<file path="src/hw/rtl/d96gt_pkg.sv">
// shared types, widths and the power-of-ten table for the decimal96 compare pipeline
// no dependencies
package d96gt_pkg;

    localparam int MANT_W    = 96;
    localparam int LOW_W     = 64;
    localparam int HIGH_W    = 32;
    localparam int SCALE_W   = 5;
    localparam int MAX_SCALE = 28;
    localparam int POW_W     = 94;
    localparam int PROD_W    = 190;
    localparam int LIMB_W    = 32;
    localparam int LIMBS     = MANT_W / LIMB_W;
    localparam int PP_W      = 2 * LIMB_W;
    localparam int ROW_W     = MANT_W + LIMB_W;
    localparam int SUM_W     = ROW_W + 2 * LIMB_W;

    typedef logic [MANT_W-1:0]  mant_t;
    typedef logic [POW_W-1:0]   pow_t;
    typedef logic [PROD_W-1:0]  prod_t;
    typedef logic [SCALE_W-1:0] scale_t;

    // control that travels with each item down the pipeline
    typedef struct packed {
        logic valid;
        logic sign_diff;
        logic negative;
        logic swap;
    } ctl_t;

    function automatic scale_t clamp_scale(input scale_t s);
        if (s > scale_t'(MAX_SCALE)) begin
            return scale_t'(MAX_SCALE);
        end
        return s;
    endfunction

    function automatic pow_t pow10(input scale_t d);
        pow_t p;
        case (d)
            5'd0:    p = 94'd1;
            5'd1:    p = 94'd10;
            5'd2:    p = 94'd100;
            5'd3:    p = 94'd1000;
            5'd4:    p = 94'd10000;
            5'd5:    p = 94'd100000;
            5'd6:    p = 94'd1000000;
            5'd7:    p = 94'd10000000;
            5'd8:    p = 94'd100000000;
            5'd9:    p = 94'd1000000000;
            5'd10:   p = 94'd10000000000;
            5'd11:   p = 94'd100000000000;
            5'd12:   p = 94'd1000000000000;
            5'd13:   p = 94'd10000000000000;
            5'd14:   p = 94'd100000000000000;
            5'd15:   p = 94'd1000000000000000;
            5'd16:   p = 94'd10000000000000000;
            5'd17:   p = 94'd100000000000000000;
            5'd18:   p = 94'd1000000000000000000;
            5'd19:   p = 94'd10000000000000000000;
            5'd20:   p = 94'd100000000000000000000;
            5'd21:   p = 94'd1000000000000000000000;
            5'd22:   p = 94'd10000000000000000000000;
            5'd23:   p = 94'd100000000000000000000000;
            5'd24:   p = 94'd1000000000000000000000000;
            5'd25:   p = 94'd10000000000000000000000000;
            5'd26:   p = 94'd100000000000000000000000000;
            5'd27:   p = 94'd1000000000000000000000000000;
            5'd28:   p = 94'd10000000000000000000000000000;
            default: p = '0;
        endcase
        return p;
    endfunction

endpackage

</file>
<file path="src/hw/rtl/d96gt_align.sv">
// stage 1: scale clamp, scale difference, operand swap and power-of-ten lookup
// depends on d96gt_pkg
module d96gt_align (
    input  logic                   clk,
    input  logic                   rst_n,
    input  logic                   start,
    input  logic [63:0]            a_mant_low,
    input  logic [31:0]            a_mant_high,
    input  logic [4:0]             a_scale,
    input  logic                   a_negative,
    input  logic [63:0]            b_mant_low,
    input  logic [31:0]            b_mant_high,
    input  logic [4:0]             b_scale,
    input  logic                   b_negative,
    output d96gt_pkg::mant_t       x,
    output d96gt_pkg::mant_t       y,
    output d96gt_pkg::pow_t        pw,
    output d96gt_pkg::ctl_t        ctl
);
    import d96gt_pkg::*;

    scale_t sa;
    scale_t sb;
    scale_t diff;
    mant_t  ma;
    mant_t  mb;
    ctl_t   ctl_reg;
    ctl_t   ctl_next;
    mant_t  x_reg;
    mant_t  x_next;
    mant_t  y_reg;
    mant_t  y_next;
    pow_t   pw_reg;
    pow_t   pw_next;

    always_comb
    begin
        sa = clamp_scale(a_scale);
        sb = clamp_scale(b_scale);
        ma = {a_mant_high, a_mant_low};
        mb = {b_mant_high, b_mant_low};
        // the operand with the smaller scale is the one that gets multiplied
        ctl_next.valid     = start;
        ctl_next.sign_diff = a_negative ^ b_negative;
        ctl_next.negative  = a_negative;
        ctl_next.swap      = (sb < sa);
        diff    = ctl_next.swap ? (sa - sb) : (sb - sa);
        x_next  = ctl_next.swap ? mb : ma;
        y_next  = ctl_next.swap ? ma : mb;
        pw_next = pow10(diff);
    end

    always_ff @(posedge clk or negedge rst_n)
    begin
        if (!rst_n)
        begin
            ctl_reg <= '0;
        end
        else
        begin
            ctl_reg <= ctl_next;
        end
    end

    always_ff @(posedge clk)
    begin
        x_reg  <= x_next;
        y_reg  <= y_next;
        pw_reg <= pw_next;
    end

    assign x   = x_reg;
    assign y   = y_reg;
    assign pw  = pw_reg;
    assign ctl = ctl_reg;

endmodule

</file>
<file path="config.mk">
export PLATFORM = sky130hd
export DESIGN_NAME = d96gt_align
export DESIGN_NICKNAME = d
export VERILOG_FILES = /design/src/hw/rtl/d96gt_pkg.sv /design/src/hw/rtl/d96gt_align.sv
export SDC_FILE = /design/constraint.sdc
export NUM_CORES = 1
export LEC_CHECK = 0
export ABC_AREA = 1
export BUFFER_PORTS_ARGS = -buffer_cell sky130_fd_sc_hd__clkbuf_2
export CAP_MARGIN = 25
export CELL_PAD_IN_SITES_DETAIL_PLACEMENT = 1
export CELL_PAD_IN_SITES_GLOBAL_PLACEMENT = 1
export CORE_AREA = 2 2 191 193
export DETAILED_ROUTE_END_ITERATION = 10
export DIE_AREA = 0 0 193 195
export GPL_ROUTABILITY_DRIVEN = 0
export PLACE_DENSITY_LB_ADDON = 0.2
export SKIP_CTS_REPAIR_TIMING = 1
export SYNTH_ARGS = -nofsm -noshare
export SYNTH_HDL_FRONTEND = slang
export SYNTH_SLANG_ARGS = --single-unit
</file>
<file path="constraint.sdc">
create_clock -name clk -period 0.8 [get_ports clk]
set_input_delay 0.08 -clock clk [delete_from_list [all_inputs] [get_ports clk]]
set_output_delay 0.08 -clock clk [all_outputs]
set_load 0.01 [all_outputs]
</file>
Word level (Yosys, flattened, before mapping)
Memories as Yosys holds them, arrays and structs flattened. A register that Yosys moved wholly into a read port is not among the register bits.
Index checks and enable logic that the tools add are counted.
{ "word_totals": {"reg_bits": 290, "romBits": 2880, "out_inout_bits": 290, "n_memories": 1, "wordCells": 23} }
{ "memory_table": {"columns": ["memory", "depth", "word_bits", "read_ports", "rd_clocked_by_memory_dff", "wr", "line_no", "text"], "rows": [
  ["(name not given)", 32, 90, 1, 1, 0, "d96gt_pkg.sv:40", "case (d)"]
]} }
{ "classes": {"n_lt_le_gt_ge": 3, "bitwise": 1, "mux": 9, "addsub": 2} }
{ "op_table": {"columns": ["op", "count"], "rows": [
  ["2-to-1 mux 96 bit", 2],
  ["2-to-1 mux 5 bit", 5],
  ["greater-than comparator 5 bit, second input constant", 2],
  ["subtractor 5 bit", 2],
  ["< comparator 5 bit", 1],
  ["2-to-1 mux 1 bit", 2],
  ["XOR 1 bit", 1]
]} }

Longest topological paths before layout
{ "logic_depth": {"ltp_word": 5, "mapped_depth": 17, "mapped_depth_nobuf": 17} }

Worst setup path before layout
Ideal clock, no wire load.
{ "synth_timing": {"path_kind": "input port to flip-flop", "startpoint": "input b_scale[4]", "endpoint": "register pw_reg[28] (netlist: pw[28])", "path_slack_ns": -1.369, "cell_stages": 12, "t_arrival_ns": 2.106, "required_time_ns": 0.737, "setup_ns": 0.063, "path_cell_list": "nand3_1 nand2_1 inv_1 ha_1 fa_1 nand4_1 nand2_1 ha_1 nand3_1 inv_1 nand2_1 nand3_1"} }
{ "synth_via": {"elab_chain_cells": 5, "elab_cells_between_ends": 7, "classes_between": "add/sub (2); order compare (2); mux (3)"} }
{ "synth_rtl": {"columns": ["element", "line_no", "text"], "rows": [
  ["start, declared", "d96gt_align.sv:13", "input logic [4:0] b_scale,"],
  ["greater-than comparator 5 bit", "d96gt_pkg.sv:32", "if (s > scale_t'(MAX_SCALE)) begin"],
  ["2-to-1 mux 1 bit", "d96gt_pkg.sv:32", null],
  ["2-to-1 mux 5 bit *", "d96gt_pkg.sv:35", "return s;"],
  ["subtractor 5 bit or < comparator 5 bit (tied branches)", "d96gt_align.sv:47, d96gt_align.sv:46", null],
  ["2-to-1 mux 5 bit *", "d96gt_align.sv:47", "diff = ctl_next.swap ? (sa - sb) : (sb - sa);"],
  ["end, declared", "d96gt_align.sv:33", "pow_t pw_reg;"]
]} }
Every way passes the cells marked *; elsewhere a longest branch is shown, timed or not.

Final worst setup path
{ "layout_timing": {"startpoint": "input b_scale[4]", "endpoint": "register pw_reg[20] (netlist: pw[20])"} }
Same word-level chain as after synthesis.

==> metrics.md <==
| Metric | Value |
|---|---|
| Crit-path max FO | 7 |
| Worst vdd ir | 2017 uV |
| Failing checks | negative setup slack |
| Iter 0 DRT Violations | 451 |
| Largest net degree at the start of global routing | 102 |
| Critical path origin | b_scale[4] |
| Via count | 11790 |
| Area grow syn2layout | 84.14% |
| Die area | 37640 um2 |
| Slew Limit Fails | 0 |
| Die height | 195 um |
| Required time worst endpoint | 1.26 ns |
| Flops & latches, synth | 280 |
| Synth unique cells | 33 |
| Family with the most delay on the worst path | adder cells |
| Final core utilization | 0.5203 |
| Maxcap violations | 0 |
| CTS tree | done |
| FILL cells | 4139 |
| Buffers & Inverters on Critical Path | 5 |
| H-tree levels | 1 |
| Global-route wire length before repair | 61.19 mm |
| Post-Syn Instances | 1223 |
| Setup violations, final | 563 |
| Largest cells by area after synthesis | dfxtp_1, nand2_1, o21ai_0 |
| Overall Power | 48.94 mW |
| Cell row count | 69 |
| Num CTS Buffers | 31 |
| Hold Crit Class | input port to register |
| IO Count | 497 |
| DRT Pass-1 Iters | 5 |
| Final Hold Viols | 0 |
| Startpoint Class | input port |
| Peak Freq | 600.8 MHz |
| Layout Nets | 2258 |
| DP HPWL | 33.18 mm |
| Core Area | 35400 um2 |
| Post-layout minimum cycle time | 1.664 ns |
| Synth area leader | dfxtp_1 |
| DRC Markers | 0 |
| Clock slew at reported path FFs | 0.06 ns |
| Vias in the first global route | 10450 |
| CP arrival | 2.12 ns |
| Final setup margin | -0.8645 ns |
| Global-route usage over all layers | 0.2140 |
| DRT antenna net count | 0 |
| Kind of critical path | input port to register |
| Leakage | 9.476 nW |
| Commonest non-fill, non-tap cells in the layout | clkbuf_2, nand2_1, dfxtp_1 |
| Commonest non-fill, non-tap cell in the layout | clkbuf_2 |
| Hold Crit Start | b_scale[0] |
| Top-area cell type share of the netlist area | 0.5524 |
| Pwr Density | 2657 nW/um2 |
| CP cell instances | buf_8 -> nand3_4 -> nand2_4 -> inv_4 -> ha_4 -> fa_2 -> inv_2 -> nand4_1 -> nand2_4 -> ha_4 -> inv_6 -> nor2_4 -> buf_6 -> o21ai_4 -> nand3_2 |
| Total grt overflow | 0 |
| DR WL/cell | 21.11 um |
| Number of vias per cell | 4.692 |
| Post-Syn Area | 10000 um2 |
| Sequential share of the synthesized area | 0.5624 |
| Largest stage delay, worst path | 0.56 ns |
| Share of layout cells above drive strength 1 | 0.4289 |
| Initial antenna violation count | 3 |
| RSZ-0062 raised after global routing | true |
| Status | finished, violations left |
| CTS sink count | 280 |
| Mean Syn Cell Area | 8.178 um2 |
| WL final | 53.05 mm |
| Crit path max-delay cell type | fa_2 |
| Maximum root-to-sink buffer count | 3 |
| Critical Path End Type | register |
| Synth warnings | 0 |
| I/O Buffers | 492 |
| CTS Root Cell | clkbuf_16 |
| Fin crit share | 2.081 |
| Initial Util | 0.2826 |
| Die W | 193 um |
-- Yosys cell counts (all sizes together) --
library cell and instances:
nand2 366, dfxtp 276, o21ai 216, inv 151, nand3 64, buf 39
clkbuf 32, nor2 27, ha 21, a21oi 10, nand4 7, dfrtp 4
nor3 3, fa 2, conb 1, nand3b 1, o22ai 1, xnor2 1
xor2 1
-- kinds of logic after synthesis --
logic type,share of synthesized area
simple gates,0.1974
other cells,0.0003749
xor+xnor,0.001752
compound gates,0.1148
flops,0.5624
buf+inv,0.09294
fa+ha+maj,0.03027
-- cell type report --
type / instances / area [um2] / share of cell area
clock buffers: 45 / 898.4 / 0.04878
well taps: 461 / 576.8 / 0.03132
diodes: 5 / 12.51 / 0.0006793
repair buffers: 839 / 6337 / 0.3441
clock inverters: 7 / 43.79 / 0.002378
inverters: 151 / 609.3 / 0.03308
flip-flops and latches: 280 / 5625 / 0.3054
multi-input cells: 725 / 4314 / 0.2342
-- tightest hold or removal path, delay by kind of cell --
| family | cells | cell delay [ns] |
|---|---|---|
| fa+ha+maj | 1 | 0.13 |
| buf+inv | 2 | 0.29 |
| simple gates | 2 | 0.15 |
-- routing by layer --
| metal | global-route usage | vias up | part of all wire |
|---|---|---|---|
| li1 | - | 5454 | - |
| met3 | 0.04960 | 180 | 0.058 |
| met4 | 0.08810 | 0 | 0.056 |
| met2 | 0.3884 | 468 | 0.50 |
| met5 | 0 | - | 0 |
| met1 | 0.2377 | 5689 | 0.38 |
-- path summary, 6_finish.rpt --
check | end | slack [ns] | cells after the start
min in group asynchronous | ctl[0] | 0.51 | 3
max in group asynchronous | ctl[1] | 0.09 | 3
hold / removal | pw[1] | 0.13 | 5
setup / recovery | pw[20] | -0.86 | 15
-- power breakdown --
group	internal, mW	switching [mW]
logic	7.60	10.2
clock network	7.69	5.81
registers	16.6	1.02
total	31.9	17.0
-- per-stage QoR --
stage	area (um2)	hold WS (ns)	setup TNS [ns]	worst slack (ns)	instances
after floorplan	10460	-0.2156	-220.05	-1.103	1226
after global placement	13730	-0.1118	-350.55	-1.563	2202
after detailed placement	13730	-0.1095	-360.08	-1.604	2202
after CTS	14670	-0.7071	-290.37	-0.9981	2254
after global routing	18410	0.1340	-279.95	-0.9869	2511
final	18420	0.1326	-244.15	-0.8645	2513
Power figures use the tool's default switching activity.
