<file path="src/hw/rtl/d96gt_pkg.sv">
// shared types, widths and the power-of-ten table for the decimal96 compare pipeline
// no dependencies
package d96gt_pkg;

    localparam int MANT_W    = 96;
    localparam int LOW_W     = 64;
    localparam int HIGH_W    = 32;
    localparam int SCALE_W   = 5;
    localparam int MAX_SCALE = 28;
    localparam int POW_W     = 94;
    localparam int PROD_W    = 190;
    localparam int LIMB_W    = 32;
    localparam int LIMBS     = MANT_W / LIMB_W;
    localparam int PP_W      = 2 * LIMB_W;
    localparam int ROW_W     = MANT_W + LIMB_W;
    localparam int SUM_W     = ROW_W + 2 * LIMB_W;

    typedef logic [MANT_W-1:0]  mant_t;
    typedef logic [POW_W-1:0]   pow_t;
    typedef logic [PROD_W-1:0]  prod_t;
    typedef logic [SCALE_W-1:0] scale_t;

    // control that travels with each item down the pipeline
    typedef struct packed {
        logic valid;
        logic sign_diff;
        logic negative;
        logic swap;
    } ctl_t;

    function automatic scale_t clamp_scale(input scale_t s);
        if (s > scale_t'(MAX_SCALE)) begin
            return scale_t'(MAX_SCALE);
        end
        return s;
    endfunction

    function automatic pow_t pow10(input scale_t d);
        pow_t p;
        case (d)
            5'd0:    p = 94'd1;
            5'd1:    p = 94'd10;
            5'd2:    p = 94'd100;
            5'd3:    p = 94'd1000;
            5'd4:    p = 94'd10000;
            5'd5:    p = 94'd100000;
            5'd6:    p = 94'd1000000;
            5'd7:    p = 94'd10000000;
            5'd8:    p = 94'd100000000;
            5'd9:    p = 94'd1000000000;
            5'd10:   p = 94'd10000000000;
            5'd11:   p = 94'd100000000000;
            5'd12:   p = 94'd1000000000000;
            5'd13:   p = 94'd10000000000000;
            5'd14:   p = 94'd100000000000000;
            5'd15:   p = 94'd1000000000000000;
            5'd16:   p = 94'd10000000000000000;
            5'd17:   p = 94'd100000000000000000;
            5'd18:   p = 94'd1000000000000000000;
            5'd19:   p = 94'd10000000000000000000;
            5'd20:   p = 94'd100000000000000000000;
            5'd21:   p = 94'd1000000000000000000000;
            5'd22:   p = 94'd10000000000000000000000;
            5'd23:   p = 94'd100000000000000000000000;
            5'd24:   p = 94'd1000000000000000000000000;
            5'd25:   p = 94'd10000000000000000000000000;
            5'd26:   p = 94'd100000000000000000000000000;
            5'd27:   p = 94'd1000000000000000000000000000;
            5'd28:   p = 94'd10000000000000000000000000000;
            default: p = '0;
        endcase
        return p;
    endfunction

endpackage

</file>
<file path="src/hw/rtl/d96gt_cmp.sv">
// stage 5: magnitude compare, sign handling and the result register
// depends on d96gt_pkg
module d96gt_cmp (
    input  logic                   clk,
    input  logic                   rst_n,
    input  d96gt_pkg::prod_t       prod,
    input  d96gt_pkg::mant_t       y,
    input  d96gt_pkg::ctl_t        ctl,
    output logic                   done,
    output logic                   a_greater
);
    import d96gt_pkg::*;

    prod_t y_ext;
    logic  prod_gt;
    logic  prod_lt;
    logic  a_mag_gt;
    logic  a_mag_lt;
    logic  done_reg;
    logic  done_next;
    logic  a_greater_reg;
    logic  a_greater_next;

    always_comb
    begin
        y_ext    = PROD_W'(y);
        prod_gt  = (prod > y_ext);
        prod_lt  = (prod < y_ext);
        // with swap the scaled product belongs to b
        a_mag_gt = ctl.swap ? prod_lt : prod_gt;
        a_mag_lt = ctl.swap ? prod_gt : prod_lt;
        if (ctl.sign_diff)
        begin
            a_greater_next = !ctl.negative;
        end
        else
        begin
            a_greater_next = ctl.negative ? a_mag_lt : a_mag_gt;
        end
        done_next = ctl.valid;
    end

    always_ff @(posedge clk or negedge rst_n)
    begin
        if (!rst_n)
        begin
            done_reg <= 1'b0;
        end
        else
        begin
            done_reg <= done_next;
        end
    end

    always_ff @(posedge clk)
    begin
        a_greater_reg <= a_greater_next;
    end

    assign done      = done_reg;
    assign a_greater = a_greater_reg;

endmodule

</file>
<file path="config.mk">
export PLATFORM = sky130hd
export DESIGN_NAME = d96gt_cmp
export DESIGN_NICKNAME = d
export VERILOG_FILES = /design/src/hw/rtl/d96gt_pkg.sv /design/src/hw/rtl/d96gt_cmp.sv
export SDC_FILE = /design/constraint.sdc
export NUM_CORES = 1
export LEC_CHECK = 0
export ABC_AREA = 1
export ABC_CLOCK_PERIOD_IN_PS = 1300
export BUFFER_PORTS_ARGS = -buffer_cell sky130_fd_sc_hd__buf_2
export CAP_MARGIN = 20
export CORE_AREA = 2 2 113 115
export DETAILED_ROUTE_END_ITERATION = 12
export DIE_AREA = 0 0 115 117
export GPL_ROUTABILITY_DRIVEN = 0
export GPL_TIMING_DRIVEN = 1
export PLACE_DENSITY_LB_ADDON = 0.12
export SLEW_MARGIN = 20
export SYNTH_ARGS = -nofsm -noshare
export SYNTH_HDL_FRONTEND = slang
export SYNTH_SLANG_ARGS = --single-unit
</file>
<file path="constraint.sdc">
create_clock -name clk -period 1.3 [get_ports clk]
set_clock_uncertainty 0.15 [all_clocks]
set_input_delay 0.13 -clock clk [delete_from_list [all_inputs] [get_ports clk]]
set_output_delay 0.13 -clock clk [all_outputs]
set_load 0.05 [all_outputs]
</file>
### After elaboration in Yosys (flattened, before gate mapping)

Cells that the tools add are included.

* $lt $le $gt $ge: 2
* mux-type cells: 4
* reduce and logical (&&, ||, !) cells: 1

Operator list (count)
* 190-bit by 96-bit > comparator with 1-bit output: 1
* 190-bit by 96-bit less-than comparator with 1-bit output: 1
* 1-bit 2-to-1 mux: 4
* 1-bit zero test: 1

* flip-flop bits (word level): 2
* input port bits: 292
* output and inout port bits: 2
* word-level logic and storage cells: 9

### Depth between registers and ports, before layout

Gate-level depths: netlist of the first run.

* depth in word-level cells: 4
* depth in mapped cells: 18
* gate-level depth less buffers: 18

### Least setup slack after synthesis of the first run

No wires, ideal clock.

* kind: in2reg
* from: input port y[93]
* to: register a_greater_reg (netlist: a_greater)
* library setup time: 0.113 ns
* data arrival time: 1.388 ns
* data required time: 1.037 ns
* setup slack: -0.351 ns
* cell stages on the path: 14
* path buffers: 0
* path through: inv_1 -> ha_1 -> nand2_1 -> nor2_1 -> nand3_1 -> nor2_1 -> and2_1 -> nand4_1 -> nor2_2 -> nand2_2 -> nand2_1 -> nand2_1 -> nand3_1 -> nand2_1

* cells in the longest elaborated chain, start to end: 4
* elaborated cells between the ends (all ways): 6
* classes of those cells: 2 x order compare; 4 x mux

Ends and longest elaborated chain
* from (decl): line d96gt_cmp.sv:7 `input d96gt_pkg::mant_t y,`
* 190-bit by 96-bit > comparator with 1-bit output or 190-bit by 96-bit less-than comparator with 1-bit output (tied branches): line d96gt_cmp.sv:27, d96gt_cmp.sv:28
* 1-bit 2-to-1 mux (on tied branches): line d96gt_cmp.sv:30, d96gt_cmp.sv:31
* 1-bit 2-to-1 mux *: line d96gt_cmp.sv:38 `a_greater_next = ctl.negative ? a_mag_lt : a_mag_gt;`
* 1-bit 2-to-1 mux *: line d96gt_cmp.sv:32 `if (ctl.sign_diff)`
* named net a_greater_next: line d96gt_cmp.sv:22 `logic a_greater_next;`
* to (signal assigned): line d96gt_cmp.sv:57 `a_greater_reg <= a_greater_next;`
* to (decl): line d96gt_cmp.sv:21 `logic a_greater_reg;`

Mark *: on every way through the listed nets, which the timed path passes. The rest lies on a longest branch.

### Worst setup path after layout of the first run

* from: input port y[92]
* to: register a_greater_reg (netlist: a_greater)

The elaborated chain is that of the path after synthesis.

==> results of run 1 <==
-- cell families (layout without fill, tap and decap cells) --
family,count (synthesis),in the layout,synth area share [%]
AO/OA/AOI/OAI,45,45,7.26
flip-flops,2,2,1.33
buffers and inverters,147,466,16.2
AND/OR/NAND/NOR,303,303,39.5
adder cells (fa/ha/maj),96,96,35.4
XOR/XNOR,1,1,0.258
-- Yosys cell counts (all sizes together) --
cell / number
o21a: 1
xnor2: 1
ha: 96
o21ai: 3
a21oi: 35
inv: 144
dfrtp: 1
nand4: 9
or2: 27
nor4: 1
nor2: 88
dfxtp: 1
nor3: 3
nand3: 22
clkinv: 3
nor3b: 2
and2: 3
nand2: 147
and3: 1
a21o: 6
-- worst max-delay path by stage --
stage                     start        end  slack [ns]  depth (start not counted)
after floorplan           y[91]  a_greater       -0.32                         14
after CTS                 y[27]  a_greater       -0.28                         15
after global placement    y[61]  a_greater       -0.63                         18
after global routing      y[81]  a_greater       -0.42                         15
final                     y[92]  a_greater       -0.32                         15
after detailed placement  y[61]  a_greater       -0.67                         18
-- repair_timing --
action | 4_1_cts | 5_1_grt
resized for setup | 51 | 45
pin swaps | 32 | 23
buffers inserted | 1 | 2
hold buffers | 2 | 0
endpoints found under the setup margin | 1 | 1
hold endpoints to repair | 2 | 0
-- cell type report --
type	count	area (sq um)
fill	1384	6410
clock buffer	4	78.8
inverter	147	567
multi-input combinational	445	3310
sequential	2	45.0
timing repair buffer	315	1710
tap	150	188
-- metrics by stage --
| step | setup slack (ns) | setup TNS, ns | hold WS [ns] |
|---|---|---|---|
| 2_1_floorplan | -0.319 | -0.319 | -0.316 |
| 3_3_place_gp | -0.626 | -0.626 | -0.244 |
| 3_5_place_dp | -0.670 | -0.670 | -0.244 |
| 4_1_cts | -0.284 | -0.284 | 0.0494 |
| 5_1_grt | -0.425 | -0.425 | 0.0791 |
| 6_report | -0.315 | -0.315 | 0.0504 |
-- routing by layer --
metal  up-vias  share of wire, %  wire (um)
met3        12               8.5       1020
met1      1868                37       4490
li1       2467                 -          -
met5         -              0.25         30
met4         4               1.0        125
met2       170                53       6340
-- power breakdown --
part           switching (W)  leakage [nW]  internal (W)  total [W]
Clock              0.0000772        0.0382      0.000404   0.000481
Sequential        0.00000103        0.0201     0.0000670  0.0000680
Combinational       0.000717          3.48      0.000807    0.00152
==> results.toml, run 1 <==
[timing]
tightestPinTransition_ns = 0.262
setup_violations = 1
hold_violations = 0
fmax_mhz = 619
fin_crit_ns = 1.62
slew_headroom_pct = 82.5
period_share_pct = 124
rsz0062_at_grt = "yes"
worst_slack_ns = -0.315
drv_slew = 0

[synth]
yosysTopAreaCell = "ha_1"
ys_warn_count = 0
synth-seq-cells = 2
synth_area_leaders = "ha_1 (35%), inv_1 (15%), nand2_1 (15%), nor2_1 (9.2%), a21oi_1 (5.0%)"
yosys.area.top_type_share_pct = 35.4
syn_area_sq_um = 3400
avgSynthCellArea_sq_um = 5.72
synth.net_count = 982
netlist_instances = 594
synth_cell_type_count = 29
seq_area_frac_synth_pct = 1.33

[route]
drtAntennaViolNets = 0
via_count = 4521
drc_errors = 0
wl_um = 12000
firstDrtPassIters = 4
viasPerCell = 4.25
drt_iter0_markers = 86
post_drt_wl_per_cell_um = 11.3

[place]
dp.cells = 1054
port_buffers = 293
dp.final_hpwl_um = 11000
post_dp_cell_area_sq_um = 5250

[final_layout]
drive_gt1_share_pct = 46.2
antennaDiodeCount = 0
stdcell_count = 1063
final_common_cell = "buf_2"
final_util_pct = 47.9
nNetsFinal = 1302
area_growth_pct = 73.8
mostFrequentLayoutCells = "buf_2 (281), nand2_1 (127), inv_1 (124)"
final_area_sq_um = 5900

[clock_network]
cts_tree = "done"
clock_tree.buffer_depth = 2
clock_sinks = 2
htreeDepth = 1
root_buffer = "clkbuf_16"
clk_transition_reported_paths_ns = 0.03
cts_made_buffers = 3

[critical_path]
path_max_fanout = 3
cp-end-kind = "flop"
cp_slowest_cell = "ha_4"
cp_num_buf_inv = 4
worstPathCellList = "buf_6, inv_2, ha_4, nand2_2, nor2_4, nand3_2, nor2_4, buf_4, buf_4, a21oi_2, nand2_4, a21oi_2, nand3_1, nand3_1, nand2_1"
worstSetupPathType = "in2reg"
required_ns = 1.26
crit_family = "simple AND/OR/NAND/NOR gates"
slowest_delay_ns = 0.20
arrival_ns = 1.57
crit_path_start_kind = "input port"

[global_routing]
grt_overflow = 0
grt_max_degree = 4
grt_usage_pct = 16.5
grt_first_pass_wirelength_um = 18100
use_met3_pct = 3.71
top_usage_layer = "met2"
antenna_found_initial = 2
use_met1_pct = 17.2
grt_use_met2_pct = 34.1
grt_pass1_vias = 4379

[die]
rows = 41
dieArea_sq_um = 13500
initial_core_util_pct = 27.6
ios = 294
die_h_um = 117
die_w_um = 115
core_sq_um = 12300

[pwr]
p_per_area_nw_per_um2 = 351
ir_worst_vdd_mv = 0.526
power_w = 0.00207
leakage_nw = 3.53

[min_path]
min_path_type = "in2async"

[run_status]
violations = "negative setup slack"
status = "complete, but fails checks"

[flow_run]
cap_violations = 0
Power figures use the tool's default switching activity.
==> run 2: changes to the inputs <==
--- a/config.mk
+++ b/config.mk
@@ -16,4 +16,5 @@
 export GPL_TIMING_DRIVEN = 1
 export PLACE_DENSITY_LB_ADDON = 0.12
+export RECOVER_POWER = 50
 export SLEW_MARGIN = 20
 export SYNTH_ARGS = -nofsm -noshare
==> constraint.sdc (replaced) <==
create_clock -name clk -period 1.3 [get_ports clk]
set_clock_uncertainty 0.15 [all_clocks]
set_input_delay 0.195 -clock clk [delete_from_list [all_inputs] [get_ports clk]]
set_output_delay 0.195 -clock clk [all_outputs]
set_load 0.05 [all_outputs]
==> results.toml, run 2 (synthesis gave the netlist of run 1 again) <==
[run_status]
status = "complete, but fails checks"
violations = "negative setup slack"

[final_layout]
drive_gt1_share_pct = 48.6
nNetsFinal = 1303
fill_cells = 1321
final_util_pct = 48.9
area_growth_pct = 77.3
final_common_cell = "buf_2"
antennaDiodeCount = 0
multi_input_area_sq_um = 3400
register_area_sq_um = 45.0
mostFrequentLayoutCells = "buf_2 (278), nand2_1 (126), inv_1 (117)"
stdcell_count = 1064

[critical_path]
worstPathCellList = "buf_2, ha_4, nand2_4, nor2_4, nand3_2, nor2_4, and2_4, nand4_1, nor2_2, nand2_2, nand2_2, nand2_2, nand3_2, nand2_1"
slowest_delay_ns = 0.27
cp-end-kind = "flop"
cp.depth = 14
cp_common_cell = "nand2_2"
crit_family = "simple AND/OR/NAND/NOR gates"
required_ns = 1.26
path_max_fanout = 3
crit_path_start_kind = "input port"
endpoint = "a_greater"
worstSetupPathType = "in2reg"
cp_num_buf_inv = 1
critPathLaunch = "prod[90]"
arrival_ns = 1.61
cp_slowest_cell = "ha_4"

[timing]
drv_slew = 0
tightestPinTransition_ns = 0.264
setup_tns_ns = -0.349
hold_slack_ns = 0.112
period_share_pct = 127
fin_crit_ns = 1.65
rsz0062_at_grt = "yes"
fmax_mhz = 606
setup_violations = 1
worst_slack_ns = -0.349
hold_violations = 0
slew_headroom_pct = 82.3

[clock_network]
htreeDepth = 1
cts_tree = "done"
clk_transition_reported_paths_ns = 0.03
clock_sinks = 2
clock_tree.buffer_depth = 2
cts_made_buffers = 3
root_buffer = "clkbuf_16"

[place]
dp.final_hpwl_um = 10900
port_buffers = 293
dp.cells = 1054

[route]
drc_errors = 0
viasPerCell = 4.22
post_drt_wl_per_cell_um = 11.3
via_count = 4495
wl_um = 12000
firstDrtPassIters = 4
drtAntennaViolNets = 0
drt_iter0_markers = 58

[die]
die_h_um = 117
dieArea_sq_um = 13500
rows = 41
ios = 294
die_w_um = 115
initial_core_util_pct = 27.6
core_sq_um = 12300

[pwr]
leakage_nw = 3.56
p_per_area_nw_per_um2 = 356
power_w = 0.00214
ir_worst_vdd_mv = 0.417

[global_routing]
grt_usage_pct = 16.5
grt_max_degree = 4
grt_pass1_vias = 4296
grt_overflow = 0
antenna_found_initial = 0
grt_first_pass_wirelength_um = 18000

[min_path]
min_path_type = "in2async"

[flow_run]
cap_violations = 0
run 2: changes by cell type in the layout (fill, tap and decap cells not counted), moves of 3 or more:
cell	delta
inv_1	-7
inv_2	+7
a21oi_1	-4
nor2_1	-4
a21oi_2	+3
buf_2	-3
nand3_1	-3
nand3_2	+3
run 2: metal layers:
metal / vias up / global-route usage, % / part of all wire, %
met4: 0 / 1.85 / 0.76
met5: - / 0 / 0
li1: 2468 / - / -
met2: 168 / 34.7 / 54
met3: 8 / 4.02 / 8.7
met1: 1851 / 16.8 / 37
run 2: metrics by stage:
| stage | setup slack [ns] | instance area [sq um] |
|---|---|---|
| global placement | -0.692 | 5250 |
| detailed placement | -0.708 | 5250 |
| CTS | -0.336 | 5600 |
| global route | -0.458 | 6020 |
| floorplan | -0.384 | 3470 |
| finish | -0.349 | 6020 |
run 2: power by group:
part,switching (W),internal (W)
Clock,0.0000829,0.000405
Sequential,0.00000124,0.0000670
Combinational,0.000747,0.000838
run 2: worst min path at each step:
stage          cells past startpoint        end  slack, ns
6_report                           2       done       0.11
4_1_cts                            2       done       0.11
3_5_place_dp                       1       done      -0.18
2_1_floorplan                      0       done      -0.25
5_1_grt                            3  a_greater       0.14
3_3_place_gp                       1       done      -0.18
run 2: area by class of cell:
cell class / instances / area share (%)
Sequential cell: 2 / 0.748
Multi-Input combinational cell: 445 / 56.5
Timing Repair Buffer: 316 / 28.9
Tap cell: 150 / 3.12
Clock buffer: 4 / 1.31
Inverter: 147 / 9.42
run 2: what timing repair did:
action / in CTS / in global routing
pin swaps: 36 / 50
hold buffers: 2 / 0
endpoints found under the hold margin: 2 / 0
buffers inserted: 2 / 2
resized for setup: 49 / 81
endpoints found under the setup margin: 1 / 1
==> run 3: changes to the inputs <==
ABC_CLOCK_PERIOD_IN_PS = 1400   (was 1300)
clock period = 1.4 ns   (was 1.3 ns; I/O delays follow)
==> results.toml, run 3 (synthesis gave the netlist of run 1 again) <==
[route]
drc_errors = 0
viasPerCell = 4.23
wl_um = 12000
post_drt_wl_per_cell_um = 11.3
via_count = 4505
drtAntennaViolNets = 0
drt_iter0_markers = 50
firstDrtPassIters = 4

[clock_network]
htreeDepth = 1
clock_sinks = 2
cts_tree = "done"
cts_made_buffers = 3
root_buffer = "clkbuf_16"
clk_transition_reported_paths_ns = 0.03
clock_tree.buffer_depth = 2

[run_status]
status = "complete, but fails checks"
violations = "negative setup slack"

[final_layout]
mostFrequentLayoutCells = "buf_2 (275), nand2_1 (126), inv_1 (120)"
area_growth_pct = 77.8
final_area_sq_um = 6040
drive_gt1_share_pct = 47.9
stdcell_count = 1065
fill_cells = 1351
final_common_cell = "buf_2"
final_util_pct = 49.0
nNetsFinal = 1303

[critical_path]
cp-end-kind = "flop"
path_max_fanout = 3
required_ns = 1.36
crit_path_start_kind = "input port"
worstSetupPathType = "in2reg"
arrival_ns = 1.63

[min_path]
hold_path_depth = 3
holdPathEnd = "a_greater"
min_from = "ctl[1]"
min_path_type = "in2reg"

[timing]
worst_slack_ns = -0.274
fmax_mhz = 597
tightestPinTransition_ns = 0.256
drv_slew = 0
rsz0062_at_grt = "yes"
period_share_pct = 120
hold_violations = 0
slew_headroom_pct = 82.8
setup_violations = 1
hold_slack_ns = 0.116
fin_crit_ns = 1.67

[place]
dp.cells = 1053
port_buffers = 293
post_dp_cell_area_sq_um = 5240
dp.final_hpwl_um = 11000

[global_routing]
grt_overflow = 0
grt_first_pass_wirelength_um = 18200
grt_max_degree = 4
antenna_found_initial = 4
grt_usage_pct = 16.6
grt_pass1_vias = 4392

[die]
die_w_um = 115
dieArea_sq_um = 13500
rows = 41
core_sq_um = 12300
initial_core_util_pct = 27.6
ios = 294
die_h_um = 117

[pwr]
power_w = 0.00197
p_per_area_nw_per_um2 = 326
leakage_nw = 3.56
ir_worst_vdd_mv = 0.581

[flow_run]
cap_violations = 0
[run 3: timing repair]
action                                 in CTS  in global routing
setup buffers                               2                  3
setup endpoints to repair                   1                  1
resized for setup                          62                 56
pin swaps                                  46                 41
hold buffers                                2                  0
endpoints found under the hold margin       2                  0
[run 3: where the power goes]
group | total, W | switching (W) | internal, W
logic | 0.00146 | 0.000684 | 0.000773
clock network | 0.000445 | 0.0000695 | 0.000375
registers | 0.0000635 | 0.00000124 | 0.0000622
total | 0.00197 | 0.000755 | 0.00121
[run 3: layout make-up]
class / count / area [sq um] / area share [%]
Sequential cell: 2 / 45.0 / 0.746
Clock buffer: 4 / 78.8 / 1.31
Timing Repair Buffer: 316 / 1750 / 29.0
Multi-Input combinational cell: 445 / 3410 / 56.4
Tap cell: 150 / 188 / 3.11
Antenna cell: 1 / 2.50 / 0.0414
Inverter: 147 / 567 / 9.39
[run 3: how the worst max path moves through the flow]
stage / cells after the start / slack, ns / end / start
after floorplan: 14 / -0.30 / a_greater / y[91]
after global placement: 15 / -0.60 / a_greater / y[91]
after detailed placement: 18 / -0.63 / a_greater / y[61]
after CTS: 15 / -0.23 / a_greater / y[27]
after global routing: 17 / -0.41 / a_greater / prod[61]
final: 15 / -0.27 / a_greater / y[91]
[run 3: layer usage]
layer,routed length [um],share of wire [%],up-vias,global-route usage (%)
met5,44,0.37,-,0
met2,6310,52,168,34.3
met1,4490,37,1846,16.9
met3,1050,8.7,16,4.74
li1,-,-,2469,-
met4,156,1.3,6,2.09
[run 3: critical path: stages]
cell and delay [ns]:
buf_4 0.11, inv_8 0.03, ha_4 0.25, nand2_2 0.05, nor2_4 0.11, nand3_2 0.09, nor2_4 0.12, and2_4 0.15
nand4_1 0.08, nor2_2 0.13, nand2_2 0.07, nand2_2 0.06, nand2_2 0.05, nand3_2 0.06, nand2_1 0.04
[run 3: per-stage QoR]
step	setup WS [ns]	setup TNS, ns
3_5_place_dp	-0.631	-0.631
5_1_grt	-0.408	-0.408
3_3_place_gp	-0.596	-0.596
4_1_cts	-0.234	-0.234
6_report	-0.274	-0.274
2_1_floorplan	-0.299	-0.299
